--- config.mk ---
export PLATFORM = sky130hd
export DESIGN_NAME = gcs_mul
export DESIGN_NICKNAME = d
export VERILOG_FILES = /design/src/rtl/core/gibbs_coefficient_sweep_macros.svh /design/src/rtl/core/gcs_pkg.sv /design/src/rtl/core/gcs_mul.sv
export SDC_FILE = /design/constraint.sdc
export NUM_CORES = 2
export LEC_CHECK = 0
export BUFFER_PORTS_ARGS = -buffer_cell sky130_fd_sc_hd__buf_2
export CORE_UTILIZATION = 38
export CTS_BUF_LIST = sky130_fd_sc_hd__clkbuf_2 sky130_fd_sc_hd__clkbuf_4 sky130_fd_sc_hd__clkbuf_8
export DETAILED_ROUTE_END_ITERATION = 10
export PLACE_DENSITY = 0.56
export SKIP_CTS_REPAIR_TIMING = 1
export SYNTH_ARGS = -nofsm -noshare
export SYNTH_HDL_FRONTEND = slang
export SYNTH_SLANG_ARGS = --single-unit
export TNS_END_PERCENT = 30
--- constraint.sdc ---
create_clock -name clk -period 9.8 [get_ports clk]
set_input_delay 1.47 -clock clk [delete_from_list [all_inputs] [get_ports clk]]
set_output_delay 1.47 -clock clk [all_outputs]
set_load 0.02 [all_outputs]
--- src/rtl/core/gibbs_coefficient_sweep_macros.svh ---
// Assertion macros for the coefficient sweep block.
// Included by the top level; SYNTH selects the empty bodies.
`ifndef GIBBS_COEFFICIENT_SWEEP_MACROS_SVH
`define GIBBS_COEFFICIENT_SWEEP_MACROS_SVH
`ifndef SYNTH
`define GCS_ASSERT_IMPL(lbl, pre, post, msg) \
	lbl: assert property (@(posedge clk) disable iff (!arst_n) (pre) |-> (post)) else $error(msg);
`define GCS_ASSERT_NEXT(lbl, pre, post, msg) \
	lbl: assert property (@(posedge clk) disable iff (!arst_n) (pre) |=> (post)) else $error(msg);
`else
`define GCS_ASSERT_IMPL(lbl, pre, post, msg)
`define GCS_ASSERT_NEXT(lbl, pre, post, msg)
`endif
`endif

--- src/rtl/core/gcs_pkg.sv ---
// Shared types, codes and helpers of the coefficient sweep block.
// No dependencies; used by every module under rtl/core.
package gcs_pkg;

	localparam int MAX_ROWS  = 256;
	localparam int MAX_COLS  = 64;
	localparam int FRAC_BITS = 20;
	localparam int ROW_W     = $clog2(MAX_ROWS);
	localparam int COL_W     = $clog2(MAX_COLS);
	localparam int XADDR_W   = ROW_W + COL_W;
	localparam int DATA_W    = 32;
	localparam int MUL_W     = 34;
	localparam int PROD_W    = 2 * MUL_W;
	localparam int DEN_W     = 44;
	localparam int NUM_W     = 64;
	localparam int STEP_W    = 7;

	localparam logic [2:0] FN_LOAD_RES  = 3'd0;
	localparam logic [2:0] FN_LOAD_X    = 3'd1;
	localparam logic [2:0] FN_LOAD_COL  = 3'd2;
	localparam logic [2:0] FN_UPDATE    = 3'd3;
	localparam logic [2:0] FN_READ_RES  = 3'd4;
	localparam logic [2:0] FN_READ_COEF = 3'd5;

	localparam logic [1:0] STAT_OK         = 2'd0;
	localparam logic [1:0] STAT_ZERO_PRIOR = 2'd1;
	localparam logic [1:0] STAT_SAT        = 2'd2;

	localparam logic [1:0] REG_ROWS = 2'd0;
	localparam logic [1:0] REG_COLS = 2'd1;
	localparam logic [1:0] REG_INV  = 2'd2;
	localparam logic [1:0] REG_UNIT = 2'd3;

	typedef enum logic [4:0] {
		S_IDLE, S_FETCH, S_DECIDE, S_DOT, S_XB, S_T, S_TS, S_RHS, S_XS,
		S_DIV_PREC, S_MEAN_GO, S_DIV_MEAN, S_VAR_GO, S_DIV_VAR,
		S_SQRT_GO, S_SQRT_W, S_NOISE, S_NEW, S_UPD, S_DONE
	} seq_state_t;

	typedef enum logic {DIV_OP_DIV, DIV_OP_SQRT} div_op_t;

	typedef struct packed {
		logic    start;
		div_op_t op;
	} div_ctl_t;

	typedef struct packed {
		logic busy;
		logic done;
	} div_rsp_t;

	typedef struct packed {
		logic               sat;
		logic signed [31:0] v;
	} sat32_t;

	function automatic sat32_t sat32(input logic signed [63:0] x);
		sat32_t r;
		if (x > 64'sd2147483647) begin
			r.sat = 1'b1;
			r.v   = 32'sh7FFFFFFF;
		end else if (x < -64'sd2147483648) begin
			r.sat = 1'b1;
			r.v   = 32'sh80000000;
		end else begin
			r.sat = 1'b0;
			r.v   = x[31:0];
		end
		return r;
	endfunction

endpackage

--- src/rtl/core/gcs_mul.sv ---
// Shared signed multiplier with a registered product.
// Depends on gcs_pkg for operand widths.
module gcs_mul (
	input  logic                                clk,
	input  logic signed [gcs_pkg::MUL_W-1:0]    a,
	input  logic signed [gcs_pkg::MUL_W-1:0]    b,
	output logic signed [gcs_pkg::PROD_W-1:0]   p
);
	import gcs_pkg::*;

	logic signed [PROD_W-1:0] p_q;

	always_ff @(posedge clk) begin
		p_q <= a * b;
	end

	assign p = p_q;
endmodule

==> metrics.md <==
| Metric | Value |
|---|---|
| Number of library cell types mapped by synthesis | `69` |
| CTS tree | `yes` |
| Fillcell total | `about 11,000` |
| Worst Tran Pin Value | `0.9848 ns` |
| PortBufs | `136` |
| Largest register FFs | `68` |
| Critical-path top delay cell | `buf_2` |
| Avg Cell Area, Syn | `9.448 um2` |
| Hold_sp | `a[0]` |
| H-tree depth | `3` |
| Register bit total from synthesis | `68` |
| Period utilization | `0.9310` |
| Post-DP Area | `between 0.04 and 0.05 mm2` |
| DR WL/cell | `between 15 and 20 um` |
| Hold Path Class | `input pin to register` |
| Grt total ovfl | `0` |
| F_max | `0.1096 GHz` |
| Clk sinks | `68` |
| Register area share after synthesis | `0.03164` |
| Layout area overhead | `6.563%` |
| Post-route minimum period | `9.124 ns` |
| Post-route insts no fill | `6,100` |
| Initial antenna violation count | `18` |
| Final wirelength | `118,500 um` |
| Initial Util | `0.3830` |
| Vias in the first global route | `about 33,000` |
| Worst-path clk slew | `~0.10 ns` |
| Worst hold slack | `1.617 ns` |
| Post-Syn Nets | `6,068` |
| Slew HR | `0.3435` |
| Min-Delay Endpoint | `p[0]` |
| Final setup viols | `0` |
| Yosys warns | `0` |
| Post-synthesis mux area share | `0` |
| Root buf cell | `clkbuf_8` |
| DRT Pass-1 Iters | `5` |
| Worst Hold Depth | `2` |
| I/O Pins | `137` |
| Worst-path maximum fanout | `28` |
| Cts bufs inserted | `9` |
| Status | `complete, no violations` |
| Slew Limit Fails | `0` |
| Xor/xnor share of the synthesized area | `0.01608` |
| Prevailing post-synth register cell | `dfxtp_1` |
| Placed cells | `6,082` |
| Post-DR vias/cell | `4.779` |
| GR Util All Layers | `0.2195` |
| Required @ worst endpoint | `10.15 ns` |
| Async S/R FF share, synth | `0` |
| Post-synthesis adder-cell area fraction | `0.6367` |
| CP most frequent cell | `fa_1` |
| Max incr delay on CP | `0.71 ns` |
| Post-synth EDFFs | `0` |
| Detail Placement HPWL | `101,300 um` |
| Number of remaining DRC errors | `0` |
| Unrepaired setup endpoints after global routing | `false` |
| Largest family of logic cells by synthesized area | `adder cells` |
| Maximum Capacitance Violations | `0` |
| Startpoint types | `input pin` |
| Final Hold Vio Count | `0` |
| Die Span Y | `around 340 um` |
| Via count | `a little under 30,000` |
| Nets | `approximately 6,100` |
| Cell row count | `around 120` |
| Initial DRC count | `between 1,500 and 2,000` |
| CORE AREA | `0.1123 mm2` |
| Die width | `338.5 um` |
| Largest net degree at the start of global routing | `35` |
| Complex-gate fraction of the synthesized area | `0.03347` |
| Layout cells sized above 1 | `0.06591` |
| Die area | `0.1146 mm2` |
| Synth Area in Simple Gates | `0.1537` |
| First-pass GRT wire length | `approximately 190,000 um` |
| Critical Path AT | `between 9 and 10 ns` |
| Critical Path Sink Type | `register` |
| Mapped Area | `0.04303 mm2` |
| Clock buffer depth | `2` |
| Final setup TNS | `0 ns` |
| Mapped Cells | `4,554` |
| Gp weighted congestion | `0.8995` |
| Crit path kind | `input pin to register` |
| ANT nets after route | `0` |
| Post-route cell area | `0.04585 mm2` |
[per-stage QoR]
step                  util  setup WS [ns]
floorplan                -         0.8399
finish              0.4081         0.6763
global route        0.4081         0.3757
CTS                 0.4081         0.8351
global placement    0.4064         0.3775
detailed placement  0.4064         0.3552
[metal layers]
metal | global-route usage | vias to the layer above | share of wire
li1 | - | 12867 | -
met3 | 0.03617 | 187 | 0.060
met2 | 0.3654 | 774 | 0.49
met1 | 0.2946 | 15307 | 0.42
met5 | 0 | - | 0.0010
met4 | 0.06335 | 18 | 0.031
[cell usage in the layout, fill, tap and decap left out, types with 11 or more instances in the layout]
| cell type | Yosys | final |
|---|---|---|
| fa_1 | 1241 | 1241 |
| inv_1 | 1231 | 1231 |
| and2_1 | 621 | 621 |
| nand2_1 | 542 | 542 |
| ha_1 | 204 | 204 |
| buf_2 | 2 | 136 |
| buf_4 | 4 | 114 |
| dfxtp_1 | 68 | 68 |
| a21oi_1 | 61 | 61 |
| xnor2_1 | 56 | 56 |
| nor2_1 | 54 | 54 |
| a21o_1 | 37 | 37 |
| o21ai_0 | 31 | 31 |
| xor2_1 | 23 | 23 |
| nand2b_1 | 20 | 20 |
| o21bai_1 | 12 | 12 |
| nand4_1 | 11 | 11 |
| nand3_1 | 11 | 11 |
| clkbuf_8 | 0 | 11 |
[Yosys cell counts (3+ instances only)]
cell type,number,share of area
a211oi_1,6,0.0010
a21o_1,37,0.0065
a21oi_1,61,0.0071
a221oi_1,3,0.00061
a31oi_1,7,0.0010
and2_1,621,0.090
and3_1,5,0.00073
and3_2,3,0.00052
buf_4,4,0.00070
clkbuf_1,214,0.019
dfxtp_1,68,0.032
fa_1,1241,0.58
ha_1,204,0.059
inv_1,1231,0.11
nand2_1,542,0.047
nand2b_1,20,0.0029
nand3_1,11,0.0013
nand4_1,11,0.0016
nor2_1,54,0.0047
nor2b_1,9,0.0013
nor3_1,5,0.00058
o211ai_1,3,0.00052
o21a_1,4,0.00070
o21ai_0,31,0.0036
o21ai_1,7,0.00081
o21bai_1,12,0.0021
o41ai_1,3,0.00061
o41ai_2,3,0.0011
or2_2,4,0.00058
xnor2_1,56,0.011
xor2_1,23,0.0047
[critical path: cells and delay by family]
kind	cells	cell delay (ns)
adder cells (fa/ha/maj)	9	4.32
AO/OA/AOI/OAI	8	2.10
buffers and inverters	5	1.18
AND/OR/NAND/NOR	2	0.20
XOR/XNOR	1	0.14
[layout make-up]
cell class | count | area [um2] | share of cell area
Antenna cell | 3 | 7.507 | 0.0001637
Clock buffer | 11 | 151.4 | 0.003302
Clock inverter | 4 | 32.53 | 0.0007095
Inverter | 1232 | 4624 | 0.1009
Multi-Input combinational cell | 3026 | 36140 | 0.7882
Sequential cell | 68 | 1361 | 0.02969
Tap cell | 1500 | 1877 | 0.04093
Timing Repair Buffer | 256 | 1657 | 0.03613
[worst max-delay path by stage]
stage / cells past startpoint / startpoint / slack (ns) / end
3_5_place_dp: 26 / b[12] / 0.36 / p[64]
6_report: 25 / b[12] / 0.68 / p[62]
4_1_cts: 25 / b[12] / 0.84 / p[62]
3_3_place_gp: 26 / b[11] / 0.38 / p[64]
2_1_floorplan: 24 / a[33] / 0.84 / p[65]
5_1_grt: 25 / b[11] / 0.38 / p[66]
[kinds of logic after synthesis]
| kind of cell | count (synthesis) |
|---|---|
| buffers and inverters | 1460 |
| XOR/XNOR | 79 |
| flip-flops | 68 |
| AND/OR/NAND/NOR | 1296 |
| AO/OA/AOI/OAI | 206 |
| adder cells (fa/ha/maj) | 1445 |
Power is left out: the tool's default activity adds up to more than one toggle a clock period on the data nets, which glitch-free logic cannot reach.
