`src/rtl/core/gibbs_coefficient_sweep_macros.svh`:
```
// Assertion macros for the coefficient sweep block.
// Included by the top level; SYNTH selects the empty bodies.
`ifndef GIBBS_COEFFICIENT_SWEEP_MACROS_SVH
`define GIBBS_COEFFICIENT_SWEEP_MACROS_SVH
`ifndef SYNTH
`define GCS_ASSERT_IMPL(lbl, pre, post, msg) \
	lbl: assert property (@(posedge clk) disable iff (!arst_n) (pre) |-> (post)) else $error(msg);
`define GCS_ASSERT_NEXT(lbl, pre, post, msg) \
	lbl: assert property (@(posedge clk) disable iff (!arst_n) (pre) |=> (post)) else $error(msg);
`else
`define GCS_ASSERT_IMPL(lbl, pre, post, msg)
`define GCS_ASSERT_NEXT(lbl, pre, post, msg)
`endif
`endif

```
`src/rtl/core/gcs_pkg.sv`:
```
// Shared types, codes and helpers of the coefficient sweep block.
// No dependencies; used by every module under rtl/core.
package gcs_pkg;

	localparam int MAX_ROWS  = 256;
	localparam int MAX_COLS  = 64;
	localparam int FRAC_BITS = 20;
	localparam int ROW_W     = $clog2(MAX_ROWS);
	localparam int COL_W     = $clog2(MAX_COLS);
	localparam int XADDR_W   = ROW_W + COL_W;
	localparam int DATA_W    = 32;
	localparam int MUL_W     = 34;
	localparam int PROD_W    = 2 * MUL_W;
	localparam int DEN_W     = 44;
	localparam int NUM_W     = 64;
	localparam int STEP_W    = 7;

	localparam logic [2:0] FN_LOAD_RES  = 3'd0;
	localparam logic [2:0] FN_LOAD_X    = 3'd1;
	localparam logic [2:0] FN_LOAD_COL  = 3'd2;
	localparam logic [2:0] FN_UPDATE    = 3'd3;
	localparam logic [2:0] FN_READ_RES  = 3'd4;
	localparam logic [2:0] FN_READ_COEF = 3'd5;

	localparam logic [1:0] STAT_OK         = 2'd0;
	localparam logic [1:0] STAT_ZERO_PRIOR = 2'd1;
	localparam logic [1:0] STAT_SAT        = 2'd2;

	localparam logic [1:0] REG_ROWS = 2'd0;
	localparam logic [1:0] REG_COLS = 2'd1;
	localparam logic [1:0] REG_INV  = 2'd2;
	localparam logic [1:0] REG_UNIT = 2'd3;

	typedef enum logic [4:0] {
		S_IDLE, S_FETCH, S_DECIDE, S_DOT, S_XB, S_T, S_TS, S_RHS, S_XS,
		S_DIV_PREC, S_MEAN_GO, S_DIV_MEAN, S_VAR_GO, S_DIV_VAR,
		S_SQRT_GO, S_SQRT_W, S_NOISE, S_NEW, S_UPD, S_DONE
	} seq_state_t;

	typedef enum logic {DIV_OP_DIV, DIV_OP_SQRT} div_op_t;

	typedef struct packed {
		logic    start;
		div_op_t op;
	} div_ctl_t;

	typedef struct packed {
		logic busy;
		logic done;
	} div_rsp_t;

	typedef struct packed {
		logic               sat;
		logic signed [31:0] v;
	} sat32_t;

	function automatic sat32_t sat32(input logic signed [63:0] x);
		sat32_t r;
		if (x > 64'sd2147483647) begin
			r.sat = 1'b1;
			r.v   = 32'sh7FFFFFFF;
		end else if (x < -64'sd2147483648) begin
			r.sat = 1'b1;
			r.v   = 32'sh80000000;
		end else begin
			r.sat = 1'b0;
			r.v   = x[31:0];
		end
		return r;
	endfunction

endpackage

```
`src/rtl/core/gcs_divsqrt.sv`:
```
// Iterative restoring divider and integer square root, one bit a cycle.
// Depends on gcs_pkg for the control structs and widths.
module gcs_divsqrt (
	input  logic                           clk,
	input  logic                           arst_n,
	input  gcs_pkg::div_ctl_t              ctl,
	input  logic [gcs_pkg::NUM_W-1:0]      num,
	input  logic [gcs_pkg::DEN_W-1:0]      den,
	output gcs_pkg::div_rsp_t              rsp,
	output logic [gcs_pkg::NUM_W-1:0]      quo
);
	import gcs_pkg::*;

	localparam int REM_W = DEN_W + 2;
	localparam logic [STEP_W-1:0] DIV_STEPS  = STEP_W'(NUM_W);
	localparam logic [STEP_W-1:0] SQRT_STEPS = STEP_W'(NUM_W / 2);

	logic [NUM_W-1:0]  num_q, quo_q;
	logic [REM_W-1:0]  rem_q, rem_sh, trial;
	logic [DEN_W-1:0]  den_q;
	div_op_t           op_q;
	logic [STEP_W-1:0] cnt_q;
	logic              busy_q, done_q, take;

	always_comb begin
		if (op_q == DIV_OP_SQRT) begin
			rem_sh = {rem_q[REM_W-3:0], num_q[NUM_W-1 -: 2]};
			trial  = {quo_q[REM_W-3:0], 2'b01};
		end else begin
			rem_sh = {rem_q[REM_W-2:0], num_q[NUM_W-1]};
			trial  = {2'b00, den_q};
		end
		take = (rem_sh >= trial);
	end

	always_ff @(posedge clk or negedge arst_n) begin
		if (!arst_n) begin
			busy_q <= 1'b0;
			done_q <= 1'b0;
			cnt_q  <= '0;
		end else begin
			done_q <= 1'b0;
			if (ctl.start) begin
				busy_q <= 1'b1;
				cnt_q  <= (ctl.op == DIV_OP_SQRT) ? SQRT_STEPS : DIV_STEPS;
			end else if (busy_q) begin
				cnt_q <= cnt_q - 1'b1;
				if (cnt_q == STEP_W'(1)) begin
					busy_q <= 1'b0;
					done_q <= 1'b1;
				end
			end
		end
	end

	always_ff @(posedge clk) begin
		if (ctl.start) begin
			num_q <= num;
			den_q <= den;
			op_q  <= ctl.op;
			rem_q <= '0;
			quo_q <= '0;
		end else if (busy_q) begin
			rem_q <= take ? (rem_sh - trial) : rem_sh;
			quo_q <= {quo_q[NUM_W-2:0], take};
			num_q <= (op_q == DIV_OP_SQRT) ? (num_q << 2) : (num_q << 1);
		end
	end

	assign rsp.busy = busy_q;
	assign rsp.done = done_q;
	assign quo      = quo_q;
endmodule

```
`config.mk`:
```
export PLATFORM = sky130hd
export DESIGN_NAME = gcs_divsqrt
export DESIGN_NICKNAME = d
export VERILOG_FILES = /design/src/rtl/core/gibbs_coefficient_sweep_macros.svh /design/src/rtl/core/gcs_pkg.sv /design/src/rtl/core/gcs_divsqrt.sv
export SDC_FILE = /design/constraint.sdc
export NUM_CORES = 1
export LEC_CHECK = 0
export BUFFER_PORTS_ARGS = -buffer_cell sky130_fd_sc_hd__buf_2
export CAP_MARGIN = 20
export CORE_MARGIN = 2
export CORE_UTILIZATION = 58
export CTS_CLUSTER_SIZE = 10
export DETAILED_ROUTE_END_ITERATION = 12
export PLACE_DENSITY = 0.8
export SYNTH_ARGS = -nofsm -noshare
export SYNTH_HDL_FRONTEND = slang
export SYNTH_SLANG_ARGS = --single-unit
```
`constraint.sdc`:
```
create_clock -name clk -period 5.5 [get_ports clk]
set_input_delay 0.825 -clock clk [delete_from_list [all_inputs] [get_ports clk]]
set_output_delay 0.825 -clock clk [all_outputs]
set_load 0.02 [all_outputs]
```
==> impl_metrics.py <==
metrics = {
    "worst_setup_path": {
        "critPathRequiredTime_ps": 5890,
        "cp.depth": 11,
        "ff2ff_path_depth": 11,
        "worstPathArrival_ps": 5420,
        "cp_top_family": "compound AO/OA/AOI/OAI gates",
        "cp_num_buf_inv": 2,
        "critPathKind": "reg2reg",
        "slowest_stage": "buf_4",
        "end_kind": "register",
        "crit_fanout": 68,
        "start_kind": "register",
        "crit_chain": "buf_4 -> mux2i_1 -> ha_1 -> a21o_1 -> a21o_1 -> o211ai_2 -> a21oi_2 -> a31oi_4 -> buf_4 -> nor3_1 -> a2111oi_0",
        "max_stage_delay_ps": 900,
    },
    "global_routing": {
        "grt_usage_pct": 23.4,
        "grt_pass1_vias": 9349,
        "grt_pass1_wl_um": 46300,
        "antenna_found_initial": 6,
        "grt_max_degree": 118,
        "overflow": 0,
    },
    "clock_tree": {
        "cts.clk_slew.worst_paths_ps": 60,
        "numClockSinks": 227,
        "root_buffer": "clkbuf_16",
        "cts_tree": "built",
        "ctsHoldBuffers": 0,
        "clk_latency_ps": 530,
        "cts-buffers-inserted": 27,
        "ctsResizeCount": 0,
        "htree_levels": 1,
        "cts_post_setup_buffers_inserted": 0,
        "clk_path_buf_depth": 3,
    },
    "pwr": {
        "p_int_mw": 4.33,
        "pwr-share-comb_pct": 44.6,
        "pwr-share-seq_pct": 32.3,
        "peakVddDrop_mv": 0.274,
        "switchingPower_mw": 2.54,
        "swShare_pct": 36.9,
        "clkPwrFrac_pct": 23.1,
        "total_power_mw": 6.87,
        "power_density_mw_per_mm2": 471,
        "power_leakage_nw": 6.92,
    },
    "route": {
        "firstDrtPassIters": 5,
        "routed_wl_um": 28200,
        "vias_per_cell": 5.74,
        "wl_per_cell_um": 16.5,
        "ant_nets": 0,
        "drt-initial-drc-count": 622,
        "via_count": 9835,
        "drc": 0,
    },
    "logic_synthesis": {
        "synth_area_sq_mm": 0.0128,
        "ys.flop_type": "edfxtp_1",
        "yosysMostFrequentCell": "mux2i_1",
        "ys_ff_latch": 227,
        "synth_enable_flop_cells": 109,
        "yosys-top-cells-count": "mux2i_1 (207), nor2_1 (145), nand2_1 (123)",
        "netlist_instances": 1269,
        "syn_area_per_cell_sq_um": 10.1,
        "synth-async-reset-ratio_pct": 3.96,
        "synth.yosys.seq_area_share_pct": 44.4,
        "synth_warnings": 0,
        "synth_cell_type_count": 61,
        "yosys.area.top_type_share_pct": 25.6,
        "syn-num-nets": 1430,
        "ys_top_cells_by_area": "edfxtp_1 (26%), dfxtp_1 (17%), mux2i_1 (16%)",
        "yosys.area.top_type": "edfxtp_1",
    },
    "placed_design": {
        "dp_hpwl_um": 19500,
        "place_congestion": 0.902,
        "io_buffers": 177,
    },
    "timing": {
        "slew_viol_final": 0,
        "setup_viol_count_final": 0,
        "holdWs_ps": 148,
        "setup_tns_ps": 0,
        "fin_crit_sh_pct": 91.5,
        "rsz0062_at_grt": "false",
        "skew_ps": 17.0,
        "fin_crit_ps": 5030,
        "max_slew.worst_pin.slew_ps": 1080,
        "hold_viol_final": 0,
        "relSlewSlack_pct": 27.8,
        "fmax_mhz": 199,
    },
    "die": {
        "die_area_sq_mm": 0.0232,
        "top_level_ports": 178,
        "core_area_sq_mm": 0.0218,
        "rows": 54,
        "fp.dieH_um": 152,
        "start_util_pct": 58.8,
        "die-width_um": 152,
    },
    "status": {
        "status": "completed",
    },
    "hold_path": {
        "hp-class": "in2async",
    },
    "run": {
        "max_cap_violations": 0,
    },
    "final_layout": {
        "fill_cells": 1758,
        "syn2layout_area_growth_pct": 14.2,
        "fin_nets": 1572,
        "multi_input_area_sq_mm": 0.00672,
        "seqCellArea_sq_mm": 0.00568,
        "drive_gt1_share_pct": 19.4,
    },
}
==> layout make-up <==
| cell class | instances | area share [%] |
|---|---|---|
| inverters | 14 | 0.360 |
| well taps | 280 | 2.40 |
| flip-flops and latches | 227 | 38.9 |
| clock buffers | 47 | 5.28 |
| multi-input cells | 951 | 46.0 |
| diodes | 1 | 0.0171 |
| repair buffers | 190 | 6.88 |
| clock inverters | 2 | 0.0686 |
==> power groups by stage <==
stage / Combinational, mW / Clock [mW] / Sequential [mW]
2_1_floorplan: 2.49 / 0 / 2.19
3_3_place_gp: 2.95 / 0 / 2.24
3_5_place_dp: 3.00 / 0 / 2.25
4_1_cts: 3.04 / 1.62 / 2.22
5_1_grt: 3.39 / 1.69 / 2.25
6_report: 3.07 / 1.58 / 2.22
==> registers in the layout, summed over array words and instances (netlist names) <==
register  cells
den_q        44
done_q        1
quo          64
num_q        64
op_q          1
rem_q        45
cnt_q         7
busy_q        1
==> cell usage in the layout (no fill, tap or decap), types with 6 or more instances in the layout <==
| master | synthesis | final |
|---|---|---|
| o21bai_1 | 9 | 9 |
| nand2b_1 | 11 | 11 |
| xor2_1 | 19 | 19 |
| ha_1 | 48 | 48 |
| o31ai_1 | 7 | 7 |
| nor2_1 | 145 | 145 |
| xnor2_1 | 27 | 27 |
| nand2_1 | 123 | 123 |
| edfxtp_1 | 109 | 109 |
| a21o_1 | 18 | 18 |
| dfxtp_1 | 109 | 109 |
| nand4_1 | 11 | 11 |
| o21ai_0 | 98 | 98 |
| dfrtp_1 | 9 | 8 |
| buf_4 | 2 | 12 |
| buf_2 | 4 | 176 |
| clkbuf_16 | 0 | 27 |
| mux2_2 | 44 | 44 |
| a211oi_1 | 36 | 36 |
| clkbuf_1 | 48 | 18 |
| nand3_1 | 7 | 7 |
| inv_1 | 13 | 12 |
| a21oi_1 | 50 | 50 |
| mux2i_1 | 207 | 207 |
| nor3_1 | 12 | 12 |
| a31oi_1 | 7 | 7 |
| o21a_1 | 8 | 8 |
| and3_1 | 6 | 6 |
==> worst paths after layout <==
kind,from,endpoint,slack (ps)
setup / recovery,op_q,rem_q[23],470
hold / removal,arst_n,cnt_q[0],150
setup reg to reg,op_q,rem_q[23],470
hold reg to reg,rem_q[38],rem_q[38],490
max in group asynchronous,arst_n,busy_q,5150
min in group clk,den[11],den_q[11],470
==> per-stage QoR <==
stage,area (sq um),util (%),setup WS [ps],cells
5_1_grt,14600,67.1,32.3,1711
2_1_floorplan,12800,-,1470,1269
3_3_place_gp,13800,63.5,720,1662
3_5_place_dp,13800,63.5,507,1662
6_report,14600,67.1,468,1712
4_1_cts,14600,67.1,470,1711
==> metal layers <==
metal  GRT usage, %  wire length, um
met2           37.7            12800
met1           32.4            12800
met3           5.15             1930
met4           6.04              629
met5              0               55
==> worst reg2reg max path, cell delays in order, from the launching register on <==
cell       delay [ps]
edfxtp_1          690
buf_4             910
mux2i_1           360
ha_1              360
a21o_1            210
a21o_1            200
o211ai_2          240
a21oi_2           130
a31oi_4           710
buf_4             600
nor3_1            120
a2111oi_0         380
==> logic make-up (layout without fill, tap and decap cells) <==
kind of cell             Yosys count  after routing  synth area share [%]
AND/OR/NAND/NOR                  336            336                  11.1
AO/OA/AOI/OAI                    269            269                  13.4
multiplexers                     251            251                  20.1
flip-flops                       227            227                  44.4
buffers and inverters             91            253                  3.00
adder cells (fa/ha/maj)           49             49                  4.85
XOR/XNOR                          46             46                  3.15
other                              0              1                     0
No activity file was read; power rests on OpenSTA's default activity.
